$ cat src/hdl/pct_pkg.sv
package pct_pkg;

   localparam int MAX_PEERS_DEF = 64;

   localparam int FUNC_W     = 2;
   localparam int PEER_IDX_W = 6;
   localparam int PEER_SPACE = 1 << PEER_IDX_W;
   localparam int COORD_W    = 24;
   localparam int RANGE_W    = 24;
   localparam int TICK_W     = 32;
   localparam int KIND_W     = 2;
   localparam int VALUE_W    = 32;
   localparam int SIZE_W     = 7;

   localparam int MUL_W      = 24;
   localparam int PROD_W     = 2 * MUL_W;
   localparam int DIST_W     = PROD_W + 1;

   localparam int COUNT_W    = 32;
   localparam int DUR_TOT_W  = 64;
   localparam int SIZE_TOT_W = 40;
   localparam int ROUND_W    = 32;

   localparam int DIV_NUM_W  = 64;
   localparam int DIV_DEN_W  = 32;

   localparam logic [RANGE_W-1:0] RANGE_RESET = 24'd1000;

   localparam logic [FUNC_W-1:0] FUNC_SAMPLE = 2'd0;
   localparam logic [FUNC_W-1:0] FUNC_ROUND  = 2'd1;
   localparam logic [FUNC_W-1:0] FUNC_STAT   = 2'd2;

   localparam logic [KIND_W-1:0] KIND_ENDED = 2'd0;
   localparam logic [KIND_W-1:0] KIND_SIZE  = 2'd1;
   localparam logic [KIND_W-1:0] KIND_STAT  = 2'd2;

endpackage

$ cat src/hdl/pct_mul.sv
module pct_mul (
   input  logic                           clock,
   input  logic [pct_pkg::MUL_W-1:0]      op_a,
   input  logic [pct_pkg::MUL_W-1:0]      op_b,
   output logic [pct_pkg::PROD_W-1:0]     prod
);

   logic [pct_pkg::PROD_W-1:0] prod_ff;
   logic [pct_pkg::PROD_W-1:0] prod_in;

   assign prod_in = pct_pkg::PROD_W'(op_a) * pct_pkg::PROD_W'(op_b);

   always_ff @(posedge clock) begin
      prod_ff <= prod_in;
   end

   assign prod = prod_ff;

endmodule

$ cat config.mk
export PLATFORM = sky130hd
export DESIGN_NAME = pct_mul
export DESIGN_NICKNAME = d
export VERILOG_FILES = /design/src/hdl/pct_pkg.sv /design/src/hdl/pct_mul.sv
export SDC_FILE = /design/constraint.sdc
export NUM_CORES = 1
export LEC_CHECK = 0
export ABC_AREA = 1
export BUFFER_PORTS_ARGS = -buffer_cell sky130_fd_sc_hd__buf_2
export CAP_MARGIN = 10
export CORE_MARGIN = 1
export CORE_UTILIZATION = 30
export CTS_CLUSTER_DIAMETER = 120
export DETAILED_ROUTE_END_ITERATION = 7
export GPL_ROUTABILITY_DRIVEN = 0
export PLACE_DENSITY_LB_ADDON = 0.1
export SLEW_MARGIN = 15
export SYNTH_ARGS = -nofsm -noshare
export SYNTH_HDL_FRONTEND = slang
export SYNTH_SLANG_ARGS = --single-unit
$ cat constraint.sdc
create_clock -name clock -period 6.65 [get_ports clock]
set_clock_uncertainty 0.05 [all_clocks]
set_input_delay 0.9975 -clock clock [delete_from_list [all_inputs] [get_ports clock]]
set_output_delay 0.9975 -clock clock [all_outputs]
set_load 0.05 [all_outputs]
== Word-level counts from Yosys, hierarchy flattened ==
Index checks and enable logic that the tools add are counted.
Storage, ports and cells
  word-level logic and storage cells: 2
  output and inout bits: 48
  bits of input ports: 49
  register bits: 48
Cells by class
  multiply operators: 1
Operators by type and width (count)
  multiplier 24 x 24 -> 48 bit: 1

== Logic depth before layout (Yosys ltp) ==
  depth after elaboration: 1
  depth in mapped cells: 29
  gate-level depth less buffers: 28

== Worst setup path after synthesis ==
Ideal clock, no wire load.
  path type: input port to flip-flop
  start point: input port op_b[3] (netlist name)
  end point: register prod_ff (netlist bit prod[47])
  data required time: 6.487 ns
  stages on the path: 26
  setup time: 0.113 ns
  arrival: 6.203 ns
  setup slack: 0.284 ns
  path buffers: 1
  cell sequence: clkbuf_1 -> nand2_1 -> fa_1 -> inv_1 -> fa_1 -> inv_1 -> fa_1 -> inv_1 -> fa_1 -> inv_1 -> fa_1 -> inv_1 -> fa_1 -> inv_1 -> fa_1 -> inv_1 -> ha_1 -> nand2_2 -> nor2_2 -> nand2_1 -> inv_1 -> nand2_1 -> nor2_1 -> nand2_1 -> nand4_1 -> nand2_1
Between the ends
  cells in the longest elaborated chain, start to end: 1
Ends and longest elaborated chain
  start: declaration: line pct_mul.sv:4  | input logic [pct_pkg::MUL_W-1:0] op_b,
  multiplier 24 x 24 -> 48 bit: line pct_mul.sv:11  | assign prod_in = pct_pkg::PROD_W'(op_a) * pct_pkg::PROD_W'(op_b);
  via prod_in (one bit): line pct_mul.sv:9  | logic [pct_pkg::PROD_W-1:0] prod_in;
  end signal: assignment: line pct_mul.sv:14  | prod_ff <= prod_in;
  end: declaration: line pct_mul.sv:8  | logic [pct_pkg::PROD_W-1:0] prod_ff;
The timed path passes the listed nets, and every way through them passes these cells.

== Final worst setup path ==
  start point: input port op_a[15] (netlist name)
  end point: register prod_ff (netlist bit prod[42])
Between the ends
  cells in the longest elaborated chain, start to end: 1
Ends and longest elaborated chain
  start: declaration: line pct_mul.sv:3  | input logic [pct_pkg::MUL_W-1:0] op_a,
  multiplier 24 x 24 -> 48 bit: line pct_mul.sv:11
  via prod_in (one bit): line pct_mul.sv:9
The timed path passes the listed nets, and every way through them passes these cells.

==> impl_results.md <==
- Worst Path Buf+Inv: 7
- Vias per inst: 4.26
- Worst Slack Setup Final: 0.255 ns
- Clock buffer depth: 2
- Crit path kind: primary input to register
- Post-synthesis adder-cell area fraction: 0.549
- Mapped Cells: 2924
- Share of cells above drive strength 1: 0.137
- Fmax: 156 MHz
- Setup-failing EPs final: 0
- CP top delay family: adder cells
- Slew headroom: 0.709
- Row cnt: 97
- Most frequent cells after synthesis: 1012 x inv_1, 905 x nand2_1, 482 x fa_1
- DP HPWL: 59600 um
- Max_cap viols: 0
- Startpoint Class: primary input
- Syn Nets: 3629
- CTS tree: yes
- ANT nets after route: 0
- Number of flip-flops in the largest register: 48
- Largest net degree at the start of global routing: 21
- Inserted Clock Buffers: 5
- Die ar.: 0.0729 mm2
- Vias: 17.4k
- Worst Max-Slew Pin Slew: 0.437 ns
- Status: finished clean
- Final Routed Wirelength: 66300 um
- Synth Area in Compound Gates: 0.0105
- Hold Path Class: primary input to register
- Cell with the most instances after synthesis: inv_1
- Number of antenna violations at the first check in global routing: 1
- H-tree levels: 2
- Per-cell routed wire length: 16.3 um
- # fillers: 7555
- Post-Syn Area: 0.0215 mm2
- First-pass GRT wire length: 108000 um
- EDFF count, synth: 0
- Pre-antenna DRT Iters: 5
- Clk sinks: 48
- Cell taking the most area after synthesis: fa_1
- Fin. Hold Viols: 0
- Area Overhead vs Synth: 17.4%
- Largest cells by area after synthesis: fa_1 45%, inv_1 18%, nand2_1 16%
- DRC violations left: 0
- Register clock-pin slew on the reported worst setup and hold paths: 0.07 ns
- Sequential area share after synthesis: 0.0446
- Number of diodes: 0
- Combinational family with the most area after synthesis: adder cells
- Count of nets after finishing: 3842
- Asr flop ratio synth: 0
- Fin crit share: 0.962
- Top_reg_cell synth: dfxtp_1
- CP required: 6.80 ns
- Chip Width: 270 um
- Max Transition Viols Final: 0
- DR iter-0 viols: 965
- Crit path time final: 6.40 ns
- Starting density of the core: 0.305
- Crit-path most repeated cell: fa_1
- Global route total overflow: 0
- Post-synth top area share: 0.448
- Simple-Gate Fraction of Synth Area: 0.191
- Place WS: -0.389 ns
- Crit Path Max Fanout: 5
- Distinct cells, synth: 25
- Clk root buf: clkbuf_16
- Crit-path max cell delay: 0.60 ns
- WP data arrival: 6.54 ns
- GRT Util Overall: 0.190
- Syn. warnings: 0
- Ports: 97
- Vias in the first global route: 18.9k
- RSZ-0062 raised after global routing: yes
- Die height: 270 um
- #FFs+latches synth: 48
- Port bufs: 96
- Core region area: 0.0705 mm2
- CP Depth: 25
- Crit. End Element: register
- XOR/XNOR share of the synthesized area: 0.0110
- Critical Path Start: op_a[15]
- Mux cell area share after synthesis: 0
- Setup crit end: prod[42]
- Post-Syn Area per Cell: 7.37 um2
- Slowest stage cell, crit path: fa_1
layout make-up:
class,instances,area [um2],share of cell area
flip-flops and latches,48,961,0.0380
clock inverters,2,38.8,0.00153
inverters,1014,3810,0.150
multi-input cells,1766,16800,0.665
clock buffers,6,139,0.00549
repair buffers,302,2350,0.0929
well taps,940,1180,0.0465
layer usage:
metal,vias to the layer above,track usage,share of wire
li1,8371,-,-
met4,0,0.0351,0.018
met1,8644,0.275,0.48
met3,50,0.0144,0.036
met5,-,0,0
met2,312,0.312,0.46
cells in the final DEF (no fill, tap or decap), types with 7 or more instances in the layout:
cell type / instances
nand2_1: 884
ha_1: 154
fa_2: 7
buf_6: 9
buf_12: 15
a21oi_2: 15
nor2_1: 43
buf_4: 197
xor2_1: 21
inv_1: 1009
a21oi_1: 14
buf_2: 66
nand3_1: 31
fa_1: 475
clkbuf_4: 13
nor2_2: 15
dfxtp_1: 48
nor2_4: 15
ha_2: 7
ha_4: 13
nand2_2: 32
nand3_2: 7
worst min-delay path, stage by stage:
cell and delay, ns:
buf_2 0.21, buf_12 0.20, nand2_1 0.06, inv_1 0.03
per-stage QoR:
step / util / TNS (ns) / hold slack (ns) / area (um2) / cells
final: 0.359 / 0 / 1.19 / 25300 / 4078
after floorplan: - / 0 / 1.05 / 21500 / 2924
after detailed placement: 0.348 / -8.25 / 1.42 / 24600 / 4068
after global placement: 0.348 / -10.95 / 1.42 / 24600 / 4068
after global routing: 0.359 / -0.0383 / 1.20 / 25300 / 4078
after CTS: 0.351 / -0.00374 / 1.18 / 24800 / 4076
kinds of logic (layout without fill, tap and decap cells):
| logic type | after synthesis | count (layout) |
|---|---|---|
| XOR/XNOR | 27 | 27 |
| AO/OA/AOI/OAI | 41 | 41 |
| AND/OR/NAND/NOR | 1042 | 1042 |
| flip-flops | 48 | 48 |
| buffers and inverters | 1110 | 1324 |
| adder cells (fa/ha/maj) | 656 | 656 |
how the worst min path moves through the flow:
stage                  start  endpoint  slack (ns)  depth (start not counted)
floorplan            op_b[0]   prod[0]        1.05                          2
global placement     prod[0]   prod[0]        1.42                          1
detailed placement  prod[15]  prod[15]        1.42                          1
CTS                  op_a[0]   prod[0]        1.18                          4
global route         op_a[0]   prod[0]        1.20                          4
finish               op_a[0]   prod[0]        1.19                          4
what timing repair did:
item,CTS,global route
hold buffers,0,0
buffers inserted,0,2
setup endpoints to repair,12,28
cloned,0,1
endpoints found under the hold margin,0,0
resized for setup,12,138
pin swaps,0,28
Power is not shown: default switching activity piles up to over one toggle a cycle in this logic, so the estimate is an artifact.
