==> config.mk <==
export PLATFORM = sky130hd
export DESIGN_NAME = pct_div
export DESIGN_NICKNAME = d
export VERILOG_FILES = /design/src/hdl/pct_pkg.sv /design/src/hdl/pct_div.sv
export SDC_FILE = /design/constraint.sdc
export NUM_CORES = 1
export LEC_CHECK = 0
export ABC_AREA = 1
export BUFFER_PORTS_ARGS = -buffer_cell sky130_fd_sc_hd__buf_4
export CORE_MARGIN = 10
export CORE_UTILIZATION = 23
export CTS_CLUSTER_DIAMETER = 60
export DETAILED_ROUTE_END_ITERATION = 16
export HOLD_SLACK_MARGIN = 0.08
export PLACE_DENSITY = 0.42
export SLEW_MARGIN = 20
export SYNTH_ARGS = -nofsm -noshare
export SYNTH_HDL_FRONTEND = slang
export SYNTH_SLANG_ARGS = --single-unit
==> constraint.sdc <==
create_clock -name clock -period 8 [get_ports clock]
set_clock_uncertainty 0.15 [all_clocks]
set_input_delay 0.4 -clock clock [delete_from_list [all_inputs] [get_ports clock]]
set_output_delay 0.4 -clock clock [all_outputs]
set_load 0.01 [all_outputs]
==> src/hdl/pct_pkg.sv <==
package pct_pkg;

   localparam int MAX_PEERS_DEF = 64;

   localparam int FUNC_W     = 2;
   localparam int PEER_IDX_W = 6;
   localparam int PEER_SPACE = 1 << PEER_IDX_W;
   localparam int COORD_W    = 24;
   localparam int RANGE_W    = 24;
   localparam int TICK_W     = 32;
   localparam int KIND_W     = 2;
   localparam int VALUE_W    = 32;
   localparam int SIZE_W     = 7;

   localparam int MUL_W      = 24;
   localparam int PROD_W     = 2 * MUL_W;
   localparam int DIST_W     = PROD_W + 1;

   localparam int COUNT_W    = 32;
   localparam int DUR_TOT_W  = 64;
   localparam int SIZE_TOT_W = 40;
   localparam int ROUND_W    = 32;

   localparam int DIV_NUM_W  = 64;
   localparam int DIV_DEN_W  = 32;

   localparam logic [RANGE_W-1:0] RANGE_RESET = 24'd1000;

   localparam logic [FUNC_W-1:0] FUNC_SAMPLE = 2'd0;
   localparam logic [FUNC_W-1:0] FUNC_ROUND  = 2'd1;
   localparam logic [FUNC_W-1:0] FUNC_STAT   = 2'd2;

   localparam logic [KIND_W-1:0] KIND_ENDED = 2'd0;
   localparam logic [KIND_W-1:0] KIND_SIZE  = 2'd1;
   localparam logic [KIND_W-1:0] KIND_STAT  = 2'd2;

endpackage

==> src/hdl/pct_div.sv <==
module pct_div (
   input  logic                              clock,
   input  logic                              reset,
   input  logic                              start,
   input  logic [pct_pkg::DIV_NUM_W-1:0]     dividend,
   input  logic [pct_pkg::DIV_DEN_W-1:0]     divisor,
   output logic                              done,
   output logic [pct_pkg::DIV_NUM_W-1:0]     quotient
);

   localparam int CNT_W = $clog2(pct_pkg::DIV_NUM_W);
   localparam logic [CNT_W-1:0] CNT_LAST = CNT_W'(pct_pkg::DIV_NUM_W - 1);

   logic                              run_ff;
   logic                              run_in;
   logic                              done_ff;
   logic                              done_in;
   logic [CNT_W-1:0]                  cnt_ff;
   logic [CNT_W-1:0]                  cnt_in;
   logic [pct_pkg::DIV_DEN_W-1:0]     rem_ff;
   logic [pct_pkg::DIV_DEN_W-1:0]     rem_in;
   logic [pct_pkg::DIV_NUM_W-1:0]     quo_ff;
   logic [pct_pkg::DIV_NUM_W-1:0]     quo_in;
   logic [pct_pkg::DIV_DEN_W-1:0]     den_ff;
   logic [pct_pkg::DIV_DEN_W-1:0]     den_in;
   logic [pct_pkg::DIV_DEN_W:0]       shifted;
   logic [pct_pkg::DIV_DEN_W:0]       trial;
   logic                              fits;

   assign shifted = {rem_ff, quo_ff[pct_pkg::DIV_NUM_W-1]};
   assign trial   = shifted - {1'b0, den_ff};
   assign fits    = ~trial[pct_pkg::DIV_DEN_W];

   always_comb begin
      run_in  = run_ff;
      done_in = 1'b0;
      cnt_in  = cnt_ff;
      rem_in  = rem_ff;
      quo_in  = quo_ff;
      den_in  = den_ff;
      if (start) begin
         run_in = 1'b1;
         cnt_in = '0;
         rem_in = '0;
         quo_in = dividend;
         den_in = divisor;
      end else if (run_ff) begin
         rem_in = fits ? trial[pct_pkg::DIV_DEN_W-1:0] : shifted[pct_pkg::DIV_DEN_W-1:0];
         quo_in = {quo_ff[pct_pkg::DIV_NUM_W-2:0], fits};
         cnt_in = cnt_ff + 1'b1;
         if (cnt_ff == CNT_LAST) begin
            run_in  = 1'b0;
            done_in = 1'b1;
         end
      end
   end

   always_ff @(posedge clock) begin
      if (reset) begin
         run_ff  <= 1'b0;
         done_ff <= 1'b0;
         cnt_ff  <= '0;
      end else begin
         run_ff  <= run_in;
         done_ff <= done_in;
         cnt_ff  <= cnt_in;
      end
   end

   always_ff @(posedge clock) begin
      rem_ff <= rem_in;
      quo_ff <= quo_in;
      den_ff <= den_in;
   end

   assign done     = done_ff;
   assign quotient = quo_ff;

endmodule

# Word-level counts from Yosys, hierarchy flattened
# Index checks and enable logic that the tools add are counted.
[totals] in_bits=99 ff_bits=136 out_inout_bits=65
[classes] addsub=2 muxes=7 eq_ne=1 reduce_logical=3 bitwise_logic=2
[op_table] operator="64-bit 2-to-1 mux" count=2
[op_table] operator="33-bit by 32-bit subtractor with 33-bit output" count=1
[op_table] operator="32-bit 2-to-1 mux" count=1
[op_table] operator="6-bit by 1-bit adder with 6-bit output (second input constant)" count=1
[op_table] operator="6-bit equality test (second input constant)" count=1
[op_table] operator="1-bit 2-to-1 mux" count=4
[op_table] operator="3-bit OR reduction" count=1
[op_table] operator="1-bit inverter" count=2
[op_table] operator="2-bit nonzero test" count=1
[op_table] operator="2-bit OR reduction" count=1

# Logic depth before layout (Yosys ltp)
[logic_depth] word_depth=4 mapped_depth=18 depth_no_buf=17

# Least setup slack after synthesis
# Ideal clock, no wire load.
[synth_timing] path_kind="in2reg" startpoint="in start" endpoint="reg quo_ff, in the netlist quotient[0], enable pin" stages=4 arrival_time_ns=2.222 required_ns=7.432 setup_time_ns=0.418 setup_slack_ns=5.210 path_buffers=2 cell_sequence="clkbuf_1 -> nor2_1 -> clkbuf_1 -> inv_1"
[synth_between] elab_chain_cells=1
[synth_rtl] element="start: declaration" line="pct_div.sv:4" rtl="input logic start,"
[synth_rtl] element="2-bit nonzero test (no line)"
[synth_rtl] element="end signal: assignment" line="pct_div.sv:72" rtl="quo_ff <= quo_in;"
[synth_rtl] element="end: declaration" line="pct_div.sv:22" rtl="logic [pct_pkg::DIV_NUM_W-1:0] quo_ff;"
# Every way passes these cells.
# A chain may end at the register's enable or synchronous reset.

# Worst setup path after layout
[layout_timing] startpoint="reg quo_ff, in the netlist quotient[63]" endpoint="reg quo_ff, in the netlist quotient[0], data pin"
[layout_between] elab_chain_cells=4
[layout_rtl] element="33-bit by 32-bit subtractor with 33-bit output" line="pct_div.sv:31" rtl="assign trial = shifted - {1'b0, den_ff};"
[layout_rtl] element="1-bit inverter" line="pct_div.sv:32" rtl="assign fits = ~trial[pct_pkg::DIV_DEN_W];"
[layout_rtl] element="64-bit 2-to-1 mux" line="pct_div.sv:47" rtl="end else if (run_ff) begin"
[layout_rtl] element="64-bit 2-to-1 mux" line="pct_div.sv:41" rtl="if (start) begin"
[layout_rtl] element="via quo_in, one bit" line="pct_div.sv:23" rtl="logic [pct_pkg::DIV_NUM_W-1:0] quo_in;"
# The timed path passes the listed nets, and every way through them passes these cells. The select of a mux whose other input is x is not followed.

==> implementation parameters <==
Parameter                              Value

Status
  Status ... completed

Place
  Area of placed instances ... 0.00997 mm²
  Input/output buffers ... 163
  Routability congestion estimate ... 0.859
  Placed wire-length estimate ... 19.8 mm
  Placed instance count ... 1782

Pwr
  Switch share ... 0.265
  Worst IR drop on VDD ... 0.155 mV
  Internal power consumption ... 1420 µW
  Ratio of total power to cell area ... 169 mW/mm²
  Fraction of power consumed by sequential logic ... 0.435
  Proportion of power drawn by the clock network ... 0.411
  Total net switching power ... 513 µW
  Leakage ... 0.00593 µW
  Comb power frac ... 0.154

Yosys
  Library cell occupying the most area in the post-synthesis netlist ... sky130_fd_sc_hd__edfxtp_1
  Fraction of the yosys area taken by sequential cells ... 0.445
  Most used DFF post-synth ... sky130_fd_sc_hd__edfxtp_1
  Net Count, Synth ... 1312
  Dominant cells by area after synthesis ... sky130_fd_sc_hd__edfxtp_1 (35%), sky130_fd_sc_hd__nand2_1 (26%), sky130_fd_sc_hd__dfxtp_1 (9.7%), sky130_fd_sc_hd__inv_1 (9.7%), sky130_fd_sc_hd__ha_1 (5.0%)
  Post-synthesis register bit count ... 136
  Async set or reset register ratio after synthesis ... 0
  Most repeated cell in the gate-level netlist after synthesis ... sky130_fd_sc_hd__nand2_1
  EDFF count, synth ... 96
  Post-synthesis cell area ... 0.00827 mm²
  Number of library cell types mapped by synthesis ... 32
  Cell count after synthesis ... 1179
  Synth warnings ... 0
  Post-synthesis average cell area ... 7.02 µm²
  Share of the synthesized area in the top cell type ... 0.349
  Most common library cells after synthesis ... sky130_fd_sc_hd__nand2_1 (566), sky130_fd_sc_hd__inv_1 (213), sky130_fd_sc_hd__edfxtp_1 (96)

CTS
  CTS HTree Levels ... 4
  TritonCTS clock tree ... yes
  Clock net sink count ... 136
  Total setup buffers inserted after CTS ... 0
  Clock insertion delay at the later pin of the skew report ... 440 ps
  Clock tree root buffer cell ... sky130_fd_sc_hd__clkbuf_16
  Clock buffer depth ... 2
  Clk pin slew, worst setup/hold paths ... 60 ps
  Number of buffers created by CTS ... 17

Hold path
  Terminating pin of the worst hold path ... quotient[7]
  Hold/Removal Path Class ... in2reg
  Worst Hold Path Cells ... 3
  Start point of the worst min-delay path ... dividend[7]

Finish
  P&R area growth vs syn ... 38.5%
  Fraction of layout instances using a drive strength above 1 ... 0.157
  Number of filler cells placed in the layout ... 3905
  Share of the core filled with cells in the final layout ... 0.322
  Final Non-Filler Cells ... 1904
  Post-route design area ... 0.0115 mm²
  Nets ... 1562

Setup path
  Startpoint-to-endpoint class of the critical path ... reg2reg
  Path depth of the worst reg2reg path ... 15
  Critical path data arrival time ... 2930 ps
  Worst reg2reg path endpoint ... quotient[0]
  FF-to-FF setup slack ... 5070 ps
  Category of the worst setup path capture point ... flip-flop
  Critical path startpoint category ... flip-flop
  Data required time at the worst endpoint ... 8000 ps
  Critical Path Fanout Max ... 33
  Reg2Reg Launch Point ... quotient[63]

STA
  Final Hold Viols ... 0
  Relative slew slack ... 0.409
  # setup viols final ... 0
  Fraction of the cycle the final worst path needs ... 0.367
  Max-slew violations ... 0
  Time the final worst path needs with I/O delays and setup ... 2930 ps
  RSZ-0062 raised after global routing ... false
  Final TNS setup ... 0 ps
  Worst Hold Slack ... 112 ps
  Highest clock frequency the design can meet ... 341 MHz
  Worst slew pin tran ... 887 ps

Floorplanning
  Die X ... 210 µm
  Placement Rows ... 69
  Initial cell density of the core ... 0.233
  Top Ports ... 164
  Core area ... 0.0356 mm²
  Area of the die ... 0.0439 mm²
  DIE HEIGHT ... 210 µm

Drt
  Overall via count from detail_route ... 7705
  First-pass iteration count of the detailed router ... 5
  Post-detailed-route via-to-cell ratio ... 4.05
  Wirelength per Cell ... 13.9 µm
  Wire length reported by the detailed router ... 26.5 mm
  Number of DRC violations after detailed-routing iteration 0 ... 363
  Routed length on met2 ... 11.3 mm
  Top routing layer in use ... met4
  Routed met3 length ... 2.40 mm
  Post-route antenna net violation count ... 0
  Metal-1 WL ... 12.4 mm
  DRC violation count after routing ... 0

Run
  Max-cap violations ... 0

Global route
  Antenna violations before repair ... 0
  Total routing resource utilization after global routing ... 0.123
  Overflow left after global routing ... 0
  Global-route wire length before repair ... 43.2 mm
  Vias in the first global route ... 8224
  Pin count of the biggest net entering global routing ... 74
==> worst max-delay path by stage <==
stage / start / endpoint / slack (ps) / cells after the start
floorplan: start / quotient[0] / 5210 / 4
global placement: quotient[63] / quotient[0] / 5180 / 15
detailed placement: quotient[63] / quotient[0] / 5120 / 15
CTS: quotient[63] / quotient[0] / 5070 / 15
global route: quotient[63] / quotient[0] / 4810 / 15
finish: quotient[63] / quotient[0] / 5070 / 15
==> cell type report <==
class / instances / area, µm² / share of cell area
diodes: 1 / 2.50 / 0.000219
clock buffers: 18 / 439 / 0.0383
clock inverters: 14 / 148 / 0.0129
inverters: 216 / 811 / 0.0708
multi-input cells: 801 / 3640 / 0.318
flip-flops and latches: 136 / 3680 / 0.322
well taps: 461 / 577 / 0.0504
repair buffers: 257 / 2150 / 0.188
==> power by group through the flow <==
stage | Sequential [µW] | Clock, µW | Combinational (µW)
6_report | 842 | 796 | 299
5_1_grt | 848 | 859 | 336
4_1_cts | 843 | 826 | 304
3_5_place_dp | 856 | 0 | 266
3_3_place_gp | 856 | 0 | 269
2_1_floorplan | 864 | 0 | 114
==> metal layers <==
layer,vias to the layer above,global-route usage
met2,170,0.189
met4,0,0.0350
li1,4076,-
met3,16,0.0572
met5,-,0
met1,3443,0.150
==> registers in the layout, summed over array words and instances (netlist names) <==
name and count:
quotient 64, rem_ff 32, cnt_ff 6, done 1, den_ff 32, run_ff 1
==> worst max-delay path, cell delays in order (launching register included) <==
cell and delay (ps):
sky130_fd_sc_hd__edfxtp_1 350, sky130_fd_sc_hd__inv_1 60, sky130_fd_sc_hd__ha_1 230, sky130_fd_sc_hd__fa_1 410, sky130_fd_sc_hd__inv_1 90, sky130_fd_sc_hd__nand2_1 50, sky130_fd_sc_hd__nand2_1 140, sky130_fd_sc_hd__nand3_1 100
sky130_fd_sc_hd__nand2_2 120, sky130_fd_sc_hd__nand2_1 60, sky130_fd_sc_hd__nand2_1 110, sky130_fd_sc_hd__nand2_2 90, sky130_fd_sc_hd__nand2_2 100, sky130_fd_sc_hd__nand2_2 70, sky130_fd_sc_hd__nand2_4 340, sky130_fd_sc_hd__o21ai_0 160
==> cell usage in the layout (no fill, tap or decap), drive strengths merged <==
master and n:
o21ai 9, or2 1, nand2 579, clkinvlp 2, nor3b 1, nand3 60, and3 1, bufinv 2
clkinv 7, nand4 5, clkbuf 18, o21bai 1, and2 5, xor2 2, nor3 13, dlygate4sd3 89
diode 1, fa 1, dfxtp 40, edfxtp 96, ha 33, a21o 1, inv 219, nand3b 1
nor2 53, buf 168, xnor2 13, a31oi 2, a21oi 20
==> kinds of logic after synthesis <==
kind of cell,share of synthesized area
XOR/XNOR,0.0159
buffers and inverters,0.115
AO/OA/AOI/OAI,0.0209
AND/OR/NAND/NOR,0.350
flip-flops,0.445
adder cells (fa/ha/maj),0.0523
==> timing repair <==
action	CTS	global route
gates resized for setup	0	0
hold endpoints to repair	90	0
hold buffers	89	0
endpoints found under the setup margin	0	0
==> per-stage QoR <==
step	power, µW	setup WS [ps]
after global placement	1130	5180
final	1940	5070
after detailed placement	1120	5120
after floorplan	978	5210
after CTS	1970	5070
after global routing	2040	4810
No activity file was read; power rests on OpenSTA's default activity.
